==> config.mk <==
export PLATFORM = sky130hd
export DESIGN_NAME = grid_shortest_path_engine
export DESIGN_NICKNAME = d
export VERILOG_FILES = /design/src/sv/gspe_pkg.sv /design/src/sv/gspe_dist.sv /design/src/sv/grid_shortest_path_engine.sv
export SDC_FILE = /design/constraint.sdc
export NUM_CORES = 2
export LEC_CHECK = 0
export ABC_AREA = 1
export BUFFER_PORTS_ARGS = -buffer_cell sky130_fd_sc_hd__clkbuf_2
export CAP_MARGIN = 20
export CORE_MARGIN = 2
export CORE_UTILIZATION = 30
export DETAILED_ROUTE_END_ITERATION = 10
export PLACE_DENSITY = 0.43
export SLEW_MARGIN = 20
export SYNTH_ARGS = -nofsm -noshare
export SYNTH_HDL_FRONTEND = slang
export SYNTH_SLANG_ARGS = --single-unit
export TNS_END_PERCENT = 100
==> constraint.sdc <==
create_clock -name clk -period 7.2 [get_ports clk]
set_input_delay 0 -clock clk [delete_from_list [all_inputs] [get_ports clk]]
set_output_delay 0 -clock clk [all_outputs]
set_load 0.02 [all_outputs]
==> src/sv/gspe_pkg.sv <==
// Package for the grid shortest path engine: types, constants and the microcode table.
package gspe_pkg;

	localparam int GRID_COLUMNS_DEF = 7;
	localparam int GRID_ROWS_DEF    = 4;
	localparam int RELAX_ROUNDS_DEF = 10;
	localparam int DIST_WIDTH_DEF   = 8;

	localparam int RESULT_CAP = 28;
	localparam int WEIGHT_W   = 8;
	localparam int CFG_W      = 8;
	localparam int ACTION_W   = 2;
	localparam int STEP_W     = 4;

	localparam logic [WEIGHT_W-1:0] RESET_MAX_DIST = 8'hFF;

	typedef enum logic [ACTION_W-1:0] {
		ACT_LOAD  = 2'd0,
		ACT_BLOCK = 2'd1,
		ACT_QUERY = 2'd2
	} action_t;

	// relaxation order within one node
	typedef enum logic [1:0] {
		DIR_E = 2'd0,
		DIR_W = 2'd1,
		DIR_N = 2'd2,
		DIR_S = 2'd3
	} dir_t;

	typedef enum logic [STEP_W-1:0] {
		S_CLEAR     = 4'd0,
		S_WAIT      = 4'd1,
		S_LOAD      = 4'd2,
		S_BLK_SELF  = 4'd3,
		S_BLK_NEIGH = 4'd4,
		S_QRANGE    = 4'd5,
		S_QSAME     = 4'd6,
		S_INIT      = 4'd7,
		S_RELAX     = 4'd8,
		S_RDEND     = 4'd9,
		S_TEST      = 4'd10,
		S_PREAD     = 4'd11,
		S_EMIT      = 4'd12,
		S_NOPATH    = 4'd13,
		S_EMPTY     = 4'd14
	} step_t;

	typedef enum logic [3:0] {
		UOP_NOP,
		UOP_CLEAR,
		UOP_WAIT,
		UOP_LOAD,
		UOP_BLK_SELF,
		UOP_BLK_NEIGH,
		UOP_INIT,
		UOP_RELAX,
		UOP_RDEND,
		UOP_EMIT,
		UOP_NOPATH,
		UOP_EMPTY
	} uop_t;

	typedef enum logic [2:0] {
		C_NEXT,
		C_JUMP,
		C_LOOP,
		C_DISPATCH,
		C_BAD_RANGE,
		C_SAME,
		C_FAR,
		C_EMIT
	} cond_t;

	typedef struct packed {
		uop_t  op;
		cond_t cond;
		step_t target;
	} uword_t;

	typedef struct packed {
		logic init_we;
		logic init_zero;
		logic relax_issue;
	} dist_ctl_t;

	function automatic uword_t ucode(input step_t s);
		uword_t w;
		unique case (s)
			S_CLEAR:     w = '{UOP_CLEAR,     C_LOOP,      S_CLEAR};
			S_WAIT:      w = '{UOP_WAIT,      C_DISPATCH,  S_WAIT};
			S_LOAD:      w = '{UOP_LOAD,      C_JUMP,      S_WAIT};
			S_BLK_SELF:  w = '{UOP_BLK_SELF,  C_NEXT,      S_WAIT};
			S_BLK_NEIGH: w = '{UOP_BLK_NEIGH, C_JUMP,      S_WAIT};
			S_QRANGE:    w = '{UOP_NOP,       C_BAD_RANGE, S_NOPATH};
			S_QSAME:     w = '{UOP_NOP,       C_SAME,      S_EMPTY};
			S_INIT:      w = '{UOP_INIT,      C_LOOP,      S_INIT};
			S_RELAX:     w = '{UOP_RELAX,     C_LOOP,      S_RELAX};
			S_RDEND:     w = '{UOP_RDEND,     C_NEXT,      S_WAIT};
			S_TEST:      w = '{UOP_NOP,       C_FAR,       S_NOPATH};
			S_PREAD:     w = '{UOP_NOP,       C_NEXT,      S_WAIT};
			S_EMIT:      w = '{UOP_EMIT,      C_EMIT,      S_PREAD};
			S_NOPATH:    w = '{UOP_NOPATH,    C_EMIT,      S_WAIT};
			S_EMPTY:     w = '{UOP_EMPTY,     C_EMIT,      S_WAIT};
			default:     w = '{UOP_NOP,       C_JUMP,      S_WAIT};
		endcase
		return w;
	endfunction

endpackage

==> src/sv/gspe_dist.sv <==
// Distance and predecessor store with the two-stage relax datapath.
module gspe_dist import gspe_pkg::*; #(
	parameter int NodeCount = GRID_COLUMNS_DEF * GRID_ROWS_DEF,
	parameter int DistW     = DIST_WIDTH_DEF,
	localparam int NodeW    = $clog2(NodeCount)
) (
	input  logic                clk,
	input  logic                arst_n,
	input  dist_ctl_t           ctl,
	input  logic [DistW-1:0]    lim,
	input  logic [NodeW-1:0]    node_a,
	input  logic [NodeW-1:0]    node_b,
	input  logic [WEIGHT_W-1:0] weight,
	input  logic [NodeW-1:0]    pred_addr,
	output logic [DistW-1:0]    best_b,
	output logic [NodeW-1:0]    pred_rd
);

	logic [DistW-1:0] best_mem [NodeCount];
	logic [NodeW-1:0] pred_mem [NodeCount];

	logic [DistW-1:0] rd_a_q, rd_b_q, lastw_q;
	logic [NodeW-1:0] pred_rd_q, to_s2, from_s2;
	logic             issue_s2, byp_a_s2, byp_b_s2;

	logic [DistW-1:0] from_val, to_val, sat;
	logic [DistW:0]   sum;
	logic             upd;
	logic             best_we;
	logic [NodeW-1:0] best_wa;
	logic [DistW-1:0] best_wd;

	// stage 2: forward the write made at the same edge as the stage 1 read
	always_comb begin
		from_val = byp_a_s2 ? lastw_q : rd_a_q;
		to_val   = byp_b_s2 ? lastw_q : rd_b_q;
		sum      = {1'b0, from_val} + (DistW+1)'(weight);
		sat      = (sum > {1'b0, lim}) ? lim : sum[DistW-1:0];
		upd      = issue_s2 && (to_val > sat);
	end

	always_comb begin
		best_we = ctl.init_we || upd;
		best_wa = ctl.init_we ? node_a : to_s2;
		best_wd = ctl.init_we ? (ctl.init_zero ? '0 : lim) : sat;
	end

	always_ff @(posedge clk) begin
		if (best_we) begin
			best_mem[best_wa] <= best_wd;
		end
		if (upd) begin
			pred_mem[to_s2] <= from_s2;
		end
		rd_a_q    <= best_mem[node_a];
		rd_b_q    <= best_mem[node_b];
		pred_rd_q <= pred_mem[pred_addr];
	end

	always_ff @(posedge clk) begin
		to_s2   <= node_b;
		from_s2 <= node_a;
		lastw_q <= sat;
	end

	always_ff @(posedge clk or negedge arst_n) begin
		if (!arst_n) begin
			issue_s2 <= 1'b0;
			byp_a_s2 <= 1'b0;
			byp_b_s2 <= 1'b0;
		end else begin
			issue_s2 <= ctl.relax_issue;
			byp_a_s2 <= upd && (to_s2 == node_a);
			byp_b_s2 <= upd && (to_s2 == node_b);
		end
	end

	assign best_b  = to_val;
	assign pred_rd = pred_rd_q;

	a_init_excl: assert property (@(posedge clk) disable iff (!arst_n)
		ctl.init_we |-> !issue_s2)
		else $error("init write collides with a relax write");

	a_from_stable: assert property (@(posedge clk) disable iff (!arst_n)
		upd |-> (to_s2 != from_s2))
		else $error("relax writes its own source node");

	a_sat_bound: assert property (@(posedge clk) disable iff (!arst_n)
		upd |-> (sat <= lim))
		else $error("relaxed distance above limit");

endmodule

==> src/sv/grid_shortest_path_engine.sv <==
// Top level of the grid shortest path engine: microcoded sequencer, weight stores, output register.
//
// channel  dir  handshake           payload
// s_*      in   s_tvalid/s_tready   tdata: action, node_index, weight_n/e/s/w, start_node, end_node
// m_*      out  m_tvalid/m_tready   tdata: path_node; tlast: last; tuser: no_path, empty_path
// cfg_*    in   cfg_we              cfg_wdata: max_dist
//
// A load and a block each run their own steps and return to the wait step. A query initialises
// all N nodes, runs RELAX_ROUNDS rounds over the four directions of every node, one relax step
// a cycle on the distance store, and emits one result per path node. After reset a clearing pass
// over all N nodes fills the weight stores before the first transfer. Results wait in the output
// register; the sequencer holds its emit step while that register is full and m_tready is low.
module grid_shortest_path_engine import gspe_pkg::*; #(
	parameter int GRID_COLUMNS = GRID_COLUMNS_DEF,
	parameter int GRID_ROWS    = GRID_ROWS_DEF,
	parameter int RELAX_ROUNDS = RELAX_ROUNDS_DEF,
	parameter int DIST_WIDTH   = DIST_WIDTH_DEF,
	localparam int NodeCount   = GRID_COLUMNS * GRID_ROWS,
	localparam int NodeW       = $clog2(NodeCount),
	localparam int InBits      = ACTION_W + NodeW + 4 * WEIGHT_W + 2 * NodeW,
	localparam int InW         = ((InBits + 7) / 8) * 8,
	localparam int OutW        = ((NodeW + 7) / 8) * 8
) (
	input  logic             clk,
	input  logic             arst_n,
	input  logic             cfg_we,
	input  logic [CFG_W-1:0] cfg_wdata,
	input  logic             s_tvalid,
	output logic             s_tready,
	// action, node_index, weight_north, weight_east, weight_south, weight_west,
	// start_node, end_node
	input  logic [InW-1:0]   s_tdata,
	output logic             m_tvalid,
	input  logic             m_tready,
	// path_node
	output logic [OutW-1:0]  m_tdata,
	output logic             m_tlast,
	// no_path, empty_path
	output logic [1:0]       m_tuser
);

	localparam int ColW     = $clog2(GRID_COLUMNS);
	localparam int RowW     = $clog2(GRID_ROWS);
	localparam int RoundW   = (RELAX_ROUNDS > 1) ? $clog2(RELAX_ROUNDS) : 1;
	localparam int KW       = $clog2(RESULT_CAP);
	localparam int OffNode  = ACTION_W;
	localparam int OffWn    = OffNode + NodeW;
	localparam int OffWe    = OffWn + WEIGHT_W;
	localparam int OffWs    = OffWe + WEIGHT_W;
	localparam int OffWw    = OffWs + WEIGHT_W;
	localparam int OffStart = OffWw + WEIGHT_W;
	localparam int OffEnd   = OffStart + NodeW;

	step_t  step_q, step_d;
	uword_t uw;

	logic [CFG_W-1:0]             max_dist_q;
	logic [NodeW-1:0]             node_q, start_q, end_q, cur_q;
	logic [3:0][WEIGHT_W-1:0]     wgt_q;
	logic [NodeW-1:0]             i_q;
	logic [ColW-1:0]              col_q;
	logic [RowW-1:0]              row_q;
	dir_t                         d_q, dir_s2;
	logic [RoundW-1:0]            r_q;
	logic [KW-1:0]                k_q;

	logic                         in_acc;
	action_t                      in_action;
	logic                         node_last, round_last, relax_last, loop_done;
	logic                         node_ok, first_col, last_col, first_row, last_row;
	logic                         nb_ok;
	logic [NodeW-1:0]             to_node;
	logic                         bad_range, same_node, far_end, fin;

	logic [3:0]                   wm_we;
	logic [3:0][NodeW-1:0]        wm_wa;
	logic [3:0][WEIGHT_W-1:0]     wm_wd;
	logic [3:0][WEIGHT_W-1:0]     wm_rd_q;

	dist_ctl_t                    dctl;
	logic [DIST_WIDTH-1:0]        lim, best_b;
	logic [NodeW-1:0]             node_b, pred_rd;

	logic                         out_valid_q, out_free, out_load;
	logic [NodeW-1:0]             out_node_q, out_node_d;
	logic                         out_last_q, out_last_d;
	logic                         out_np_q, out_np_d;
	logic                         out_em_q, out_em_d;

	assign uw        = ucode(step_q);
	assign s_tready  = (step_q == S_WAIT);
	assign in_acc    = s_tvalid && s_tready;
	assign in_action = action_t'(s_tdata[ACTION_W-1:0]);
	assign lim       = DIST_WIDTH'(max_dist_q);

	always_ff @(posedge clk or negedge arst_n) begin
		if (!arst_n) begin
			max_dist_q <= RESET_MAX_DIST;
		end else if (cfg_we) begin
			max_dist_q <= cfg_wdata;
		end
	end

	always_ff @(posedge clk) begin
		if (in_acc) begin
			node_q       <= s_tdata[OffNode +: NodeW];
			wgt_q[DIR_N] <= s_tdata[OffWn +: WEIGHT_W];
			wgt_q[DIR_E] <= s_tdata[OffWe +: WEIGHT_W];
			wgt_q[DIR_S] <= s_tdata[OffWs +: WEIGHT_W];
			wgt_q[DIR_W] <= s_tdata[OffWw +: WEIGHT_W];
			start_q      <= s_tdata[OffStart +: NodeW];
			end_q        <= s_tdata[OffEnd +: NodeW];
		end
	end

	// node geometry for load and block
	always_comb begin
		first_col = 1'b0;
		last_col  = 1'b0;
		for (int r = 0; r < GRID_ROWS; r++) begin
			if (node_q == NodeW'(r * GRID_COLUMNS)) begin
				first_col = 1'b1;
			end
			if (node_q == NodeW'(r * GRID_COLUMNS + GRID_COLUMNS - 1)) begin
				last_col = 1'b1;
			end
		end
		node_ok   = (NodeW+1)'(node_q) < (NodeW+1)'(NodeCount);
		first_row = (NodeW+1)'(node_q) < (NodeW+1)'(GRID_COLUMNS);
		last_row  = (NodeW+1)'(node_q) >= (NodeW+1)'(NodeCount - GRID_COLUMNS);
	end

	// relax neighbor of the current sweep position
	always_comb begin
		unique case (d_q)
			DIR_E: begin
				nb_ok   = col_q != ColW'(GRID_COLUMNS - 1);
				to_node = i_q + NodeW'(1);
			end
			DIR_W: begin
				nb_ok   = col_q != '0;
				to_node = i_q - NodeW'(1);
			end
			DIR_N: begin
				nb_ok   = row_q != '0;
				to_node = i_q - NodeW'(GRID_COLUMNS);
			end
			DIR_S: begin
				nb_ok   = row_q != RowW'(GRID_ROWS - 1);
				to_node = i_q + NodeW'(GRID_COLUMNS);
			end
			default: begin
				nb_ok   = 1'b0;
				to_node = i_q;
			end
		endcase
	end

	always_comb begin
		node_last  = i_q == NodeW'(NodeCount - 1);
		round_last = r_q == RoundW'(RELAX_ROUNDS - 1);
		relax_last = round_last && node_last && (d_q == DIR_S);
		loop_done  = (uw.op == UOP_RELAX) ? relax_last : node_last;
		bad_range  = ((NodeW+1)'(start_q) >= (NodeW+1)'(NodeCount)) ||
		             ((NodeW+1)'(end_q) >= (NodeW+1)'(NodeCount));
		same_node  = start_q == end_q;
		far_end    = best_b >= lim;
		fin        = (pred_rd == start_q) ||
		             ((NodeW+1)'(pred_rd) >= (NodeW+1)'(NodeCount)) ||
		             (k_q == KW'(RESULT_CAP - 1));
		out_free   = !out_valid_q || m_tready;
	end

	// next step
	always_comb begin
		step_d = step_q;
		unique case (uw.cond)
			C_NEXT: step_d = step_t'(step_q + STEP_W'(1));
			C_JUMP: step_d = uw.target;
			C_LOOP: step_d = loop_done ? step_t'(step_q + STEP_W'(1)) : uw.target;
			C_DISPATCH: begin
				if (in_acc) begin
					unique case (in_action)
						ACT_LOAD:  step_d = S_LOAD;
						ACT_BLOCK: step_d = S_BLK_SELF;
						ACT_QUERY: step_d = S_QRANGE;
						default:   step_d = S_WAIT;
					endcase
				end
			end
			C_BAD_RANGE: step_d = bad_range ? uw.target : step_t'(step_q + STEP_W'(1));
			C_SAME:      step_d = same_node ? uw.target : step_t'(step_q + STEP_W'(1));
			C_FAR:       step_d = far_end ? uw.target : step_t'(step_q + STEP_W'(1));
			C_EMIT: begin
				if (out_free) begin
					step_d = out_last_d ? S_WAIT : uw.target;
				end
			end
			default: step_d = S_WAIT;
		endcase
	end

	always_ff @(posedge clk or negedge arst_n) begin
		if (!arst_n) begin
			step_q <= S_CLEAR;
		end else begin
			step_q <= step_d;
		end
	end

	// control word decode
	always_comb begin
		for (int g = 0; g < 4; g++) begin
			wm_we[g] = 1'b0;
			wm_wa[g] = node_q;
			wm_wd[g] = wgt_q[g];
		end
		unique case (uw.op)
			UOP_CLEAR: begin
				for (int g = 0; g < 4; g++) begin
					wm_we[g] = 1'b1;
					wm_wa[g] = i_q;
					wm_wd[g] = RESET_MAX_DIST;
				end
			end
			UOP_LOAD: begin
				wm_we = {4{node_ok}};
			end
			UOP_BLK_SELF: begin
				wm_we = {4{node_ok}};
				wm_wd = {4{max_dist_q}};
			end
			UOP_BLK_NEIGH: begin
				wm_wd        = {4{max_dist_q}};
				wm_we[DIR_E] = node_ok && !first_col;
				wm_wa[DIR_E] = node_q - NodeW'(1);
				wm_we[DIR_W] = node_ok && !last_col;
				wm_wa[DIR_W] = node_q + NodeW'(1);
				wm_we[DIR_N] = node_ok && !last_row;
				wm_wa[DIR_N] = node_q + NodeW'(GRID_COLUMNS);
				wm_we[DIR_S] = node_ok && !first_row;
				wm_wa[DIR_S] = node_q - NodeW'(GRID_COLUMNS);
			end
			default: ;
		endcase

		dctl.init_we     = uw.op == UOP_INIT;
		dctl.init_zero   = i_q == start_q;
		dctl.relax_issue = (uw.op == UOP_RELAX) && nb_ok;
		node_b           = (uw.op == UOP_RDEND) ? end_q : to_node;

		unique case (uw.op)
			UOP_NOPATH: begin
				out_node_d = '0;
				out_last_d = 1'b1;
				out_np_d   = 1'b1;
				out_em_d   = 1'b0;
			end
			UOP_EMPTY: begin
				out_node_d = '0;
				out_last_d = 1'b1;
				out_np_d   = 1'b0;
				out_em_d   = 1'b1;
			end
			default: begin
				out_node_d = cur_q;
				out_last_d = fin;
				out_np_d   = 1'b0;
				out_em_d   = 1'b0;
			end
		endcase
		out_load = out_free &&
		           ((uw.op == UOP_EMIT) || (uw.op == UOP_NOPATH) || (uw.op == UOP_EMPTY));
	end

	// sweep and result counters
	always_ff @(posedge clk or negedge arst_n) begin
		if (!arst_n) begin
			i_q   <= '0;
			col_q <= '0;
			row_q <= '0;
			d_q   <= DIR_E;
			r_q   <= '0;
			k_q   <= '0;
		end else begin
			case (uw.op) inside
				UOP_WAIT: begin
					i_q   <= '0;
					col_q <= '0;
					row_q <= '0;
					d_q   <= DIR_E;
					r_q   <= '0;
					k_q   <= '0;
				end
				UOP_CLEAR, UOP_INIT: begin
					i_q <= node_last ? '0 : i_q + NodeW'(1);
				end
				UOP_RELAX: begin
					d_q <= dir_t'(d_q + 2'd1);
					if (d_q == DIR_S) begin
						if (node_last) begin
							i_q   <= '0;
							col_q <= '0;
							row_q <= '0;
							r_q   <= round_last ? '0 : r_q + RoundW'(1);
						end else begin
							i_q <= i_q + NodeW'(1);
							if (col_q == ColW'(GRID_COLUMNS - 1)) begin
								col_q <= '0;
								row_q <= row_q + RowW'(1);
							end else begin
								col_q <= col_q + ColW'(1);
							end
						end
					end
				end
				UOP_EMIT: begin
					if (out_free) begin
						k_q <= k_q + KW'(1);
					end
				end
				default: ;
			endcase
		end
	end

	always_ff @(posedge clk) begin
		if (uw.op == UOP_RDEND) begin
			cur_q <= end_q;
		end else if ((uw.op == UOP_EMIT) && out_free) begin
			cur_q <= pred_rd;
		end
		dir_s2 <= d_q;
	end

	for (genvar g = 0; g < 4; g++) begin : g_wmem
		logic [WEIGHT_W-1:0] wmem [NodeCount];
		always_ff @(posedge clk) begin
			if (wm_we[g]) begin
				wmem[wm_wa[g]] <= wm_wd[g];
			end
			wm_rd_q[g] <= wmem[i_q];
		end
	end

	gspe_dist #(
		.NodeCount(NodeCount),
		.DistW    (DIST_WIDTH)
	) u_dist (
		.clk      (clk),
		.arst_n   (arst_n),
		.ctl      (dctl),
		.lim      (lim),
		.node_a   (i_q),
		.node_b   (node_b),
		.weight   (wm_rd_q[dir_s2]),
		.pred_addr(cur_q),
		.best_b   (best_b),
		.pred_rd  (pred_rd)
	);

	always_ff @(posedge clk or negedge arst_n) begin
		if (!arst_n) begin
			out_valid_q <= 1'b0;
		end else if (out_load) begin
			out_valid_q <= 1'b1;
		end else if (m_tready) begin
			out_valid_q <= 1'b0;
		end
	end

	always_ff @(posedge clk) begin
		if (out_load) begin
			out_node_q <= out_node_d;
			out_last_q <= out_last_d;
			out_np_q   <= out_np_d;
			out_em_q   <= out_em_d;
		end
	end

	assign m_tvalid = out_valid_q;
	assign m_tdata  = OutW'(out_node_q);
	assign m_tlast  = out_last_q;
	assign m_tuser  = {out_em_q, out_np_q};

	a_nb_in_grid: assert property (@(posedge clk) disable iff (!arst_n)
		dctl.relax_issue |-> ((NodeW+1)'(to_node) < (NodeW+1)'(NodeCount)))
		else $error("relax toward a node outside the grid");

	a_last_to_wait: assert property (@(posedge clk) disable iff (!arst_n)
		(out_load && out_last_d) |=> (step_q == S_WAIT))
		else $error("sequencer did not return after the final result");

	a_flags_excl: assert property (@(posedge clk) disable iff (!arst_n)
		m_tvalid |-> !(m_tuser[0] && m_tuser[1]))
		else $error("no_path and empty_path both set");

	a_k_bound: assert property (@(posedge clk) disable iff (!arst_n)
		(uw.op == UOP_EMIT) |-> (k_q <= KW'(RESULT_CAP - 1)))
		else $error("result count beyond cap");

endmodule
==> results.yml <==
cts:
  cts-root-buf: "clkbuf_16"
  cts_tree: "done"
  numCtsBuffers: 165
  cts_max_path_buffers: 3
  ctsHoldBuffers: 126
  ctsResizeCount: 0
  clk_latency_ps: 810
  cts_setup_buffers: 0
  clk_transition_reported_paths_ps: 60
  cts_sinks: 1430
  htreeDepth: 4
final_layout:
  area_growth_pct: 16.1
  layout_common_cells: "edfxtp_1 (1320), nor2_1 (799), o21ai_0 (695)"
  mostFrequentLayoutCell: "edfxtp_1"
  stdcell_count: 8445
  final_layout_size_suffix_gt1_share_pct: 8.93
  nNetsFinal: 5742
critical_path:
  cpMostUsedCell: "nand2_1"
  rr_worst_depth: 28
  arrival_ps: 7170
  cp_max_fo: 11
  worst_setup_path_end_kind: "flip-flop"
  slowest_delay_ps: 740
  critical_path_class: "flip-flop to flip-flop"
  cpMaxStageDelayCell: "nor2_1"
  cp-start-kind: "flip-flop"
  cp_data_required_time_ps: 7630
yosys:
  synth_area_um2: 61600
  synth_compound_area_share_pct: 12.4
  avgSynthCellArea_um2: 11.2
  synthSimpleGateAreaFrac_pct: 13.1
  muxShareOfSynthArea_pct: 0.290
  synth-seq-cells: 1430
  async_flop_share_pct: 2.59
  synth-adder-area-share_pct: 1.12
  synth_flop_cell: "edfxtp_1"
  synth_top_family_by_area: "simple AND/OR/NAND/NOR gates"
  ys_seq_area_share_pct: 68.2
  netlist_instances: 5495
  synth.distinct_cells: 62
  ys_warn_count: 0
  synthXorXnorAreaFrac_pct: 0.441
  synth_edf_count: 1320
global_route:
  grt_pass1_vias: 42020
  grt_use_total_pct: 19.2
  grt_antenna_before_repair: 7
  grt.overflow.total: 0
  grt_pass1_wl_um: 298000
  grt_max_degree: 174
sta:
  fin_setup_tns_ps: 0
  slew_headroom_pct: 28.5
  period_needed_ps: 6750
  tightest_slew_ps: 1070
  fin_crit_sh_pct: 93.7
  setup_viol: 0
  final_hold_viol_count: 0
  rsz0062_at_grt: "no"
  drv_slew: 0
  fmax_mhz: 148
  finalClockSkew_ps: 29.9
hold_path:
  hold_depth: 2
  hold_class: "input port to flip-flop"
floorplan:
  rows: 166
  chipHeight_um: 457
  die_area_um2: 209000
  core_um2: 204000
  die_w_um: 457
  io_pins: 82
  initial_utilization_pct: 30.1
drt:
  vias_per_cell: 5.14
  detail-route-antenna-nets: 0
  finalWirelength_um: 206000
  wl_per_cell_um: 24.4
  drt_iter0_markers: 4277
  vias: 43408
  drc: 0
  drt_pass1_iterations: 6
outcome:
  status: "finished, final reports clean"
run:
  maxCapViolations: 0
placement:
  place_hpwl_um: 129000
  io_buffers: 71
  dp.cells: 8012
  gp_congestion: 0.844
## cells in the mapped netlist (29+ instances only)
library cell | n | area, µm²
a21oi_1 | 202 | 1010
nand3_1 | 365 | 1830
buf_2 | 37 | 185
nand3b_1 | 31 | 233
edfxtp_1 | 1320 | 39600
dfrtp_1 | 29 | 726
ha_1 | 52 | 651
o21ai_0 | 699 | 3500
clkbuf_1 | 252 | 946
nor2_1 | 799 | 3000
o211ai_1 | 48 | 360
o22ai_1 | 173 | 1080
dfxtp_1 | 73 | 1460
inv_1 | 333 | 1250
nand2_1 | 684 | 2570
o221ai_1 | 67 | 587
## worst max-delay path: cells and delay by family, from the launching register on
kind	cells	cell delay [ps]
buf+inv	3	340
flops	1	450
fa+ha+maj	4	1290
compound gates	9	1650
xor+xnor	1	320
simple gates	11	2310
## cell type report
type                    instances  area, µm²
flip-flops and latches       1430      42000
clock buffers                 215       4470
inverters                     366       1390
fillers                     20324     133000
well taps                    2688       3360
repair buffers                286       2380
diodes                          1       2.50
clock inverters                89        876
multi-input cells            3370      17000
## through the flow
stage               worst slack, ps  utilization, %  hold slack [ps]  area (µm²)
CTS                             494            35.0             25.0       71500
global route                   22.2            35.0             32.8       71500
detailed placement              528            31.7              149       64900
finish                          454            35.0             43.4       71500
global placement                673            31.7              145       64800
floorplan                      1990               -             -296       61600
## worst paths after layout
path                              from                      to  slack (ps)
max in group asynchronous       arst_n                  i_q[0]        6330
hold reg to reg                 k_q[0]                  k_q[0]         510
min in group asynchronous       arst_n               step_q[3]         380
setup / recovery             dir_s2[1]  u_dist.best_mem[19][4]         450
hold / removal             s_tdata[26]               wgt_q[27]          40
setup reg to reg             dir_s2[1]  u_dist.best_mem[19][4]         450
## state kept, by name, summed over array words and instances, names as in the netlist, 4 cells and up
name             cells
u_dist.from_s2       5
start_q              5
u_dist.best_mem    224
cur_q                5
k_q                  5
node_q               5
out_node_q           5
i_q                  5
u_dist.to_s2         5
u_dist.pred_mem    140
wgt_q               32
u_dist.rd_b_q        8
u_dist.rd_a_q        8
lim                  8
u_dist.lastw_q       8
step_q               4
wm_rd_q             32
u_dist.pred_rd       5
end_q                5
g_wmem.wmem        896
r_q                  4
## per-layer routing
| layer | routed length, µm | track usage [%] | part of all wire (%) |
|---|---|---|---|
| met1 | 98100 | 28.0 | 48 |
| met2 | 93000 | 30.1 | 45 |
| met3 | 10500 | 2.68 | 5.1 |
| met4 | 4580 | 4.71 | 2.2 |
| met5 | 0 | 0 | 0 |
## cell families (layout without fill, tap and decap cells)
group / count (synthesis) / count (layout)
other cells: 1 / 4
buf+inv: 697 / 956
mux: 16 / 16
compound gates: 1324 / 1324
xor+xnor: 31 / 31
simple gates: 1942 / 1942
fa+ha+maj: 54 / 54
flops: 1430 / 1430
Power is left out: the tool's default activity adds up to more than one toggle a clock period on the data nets, which glitch-free logic cannot reach.
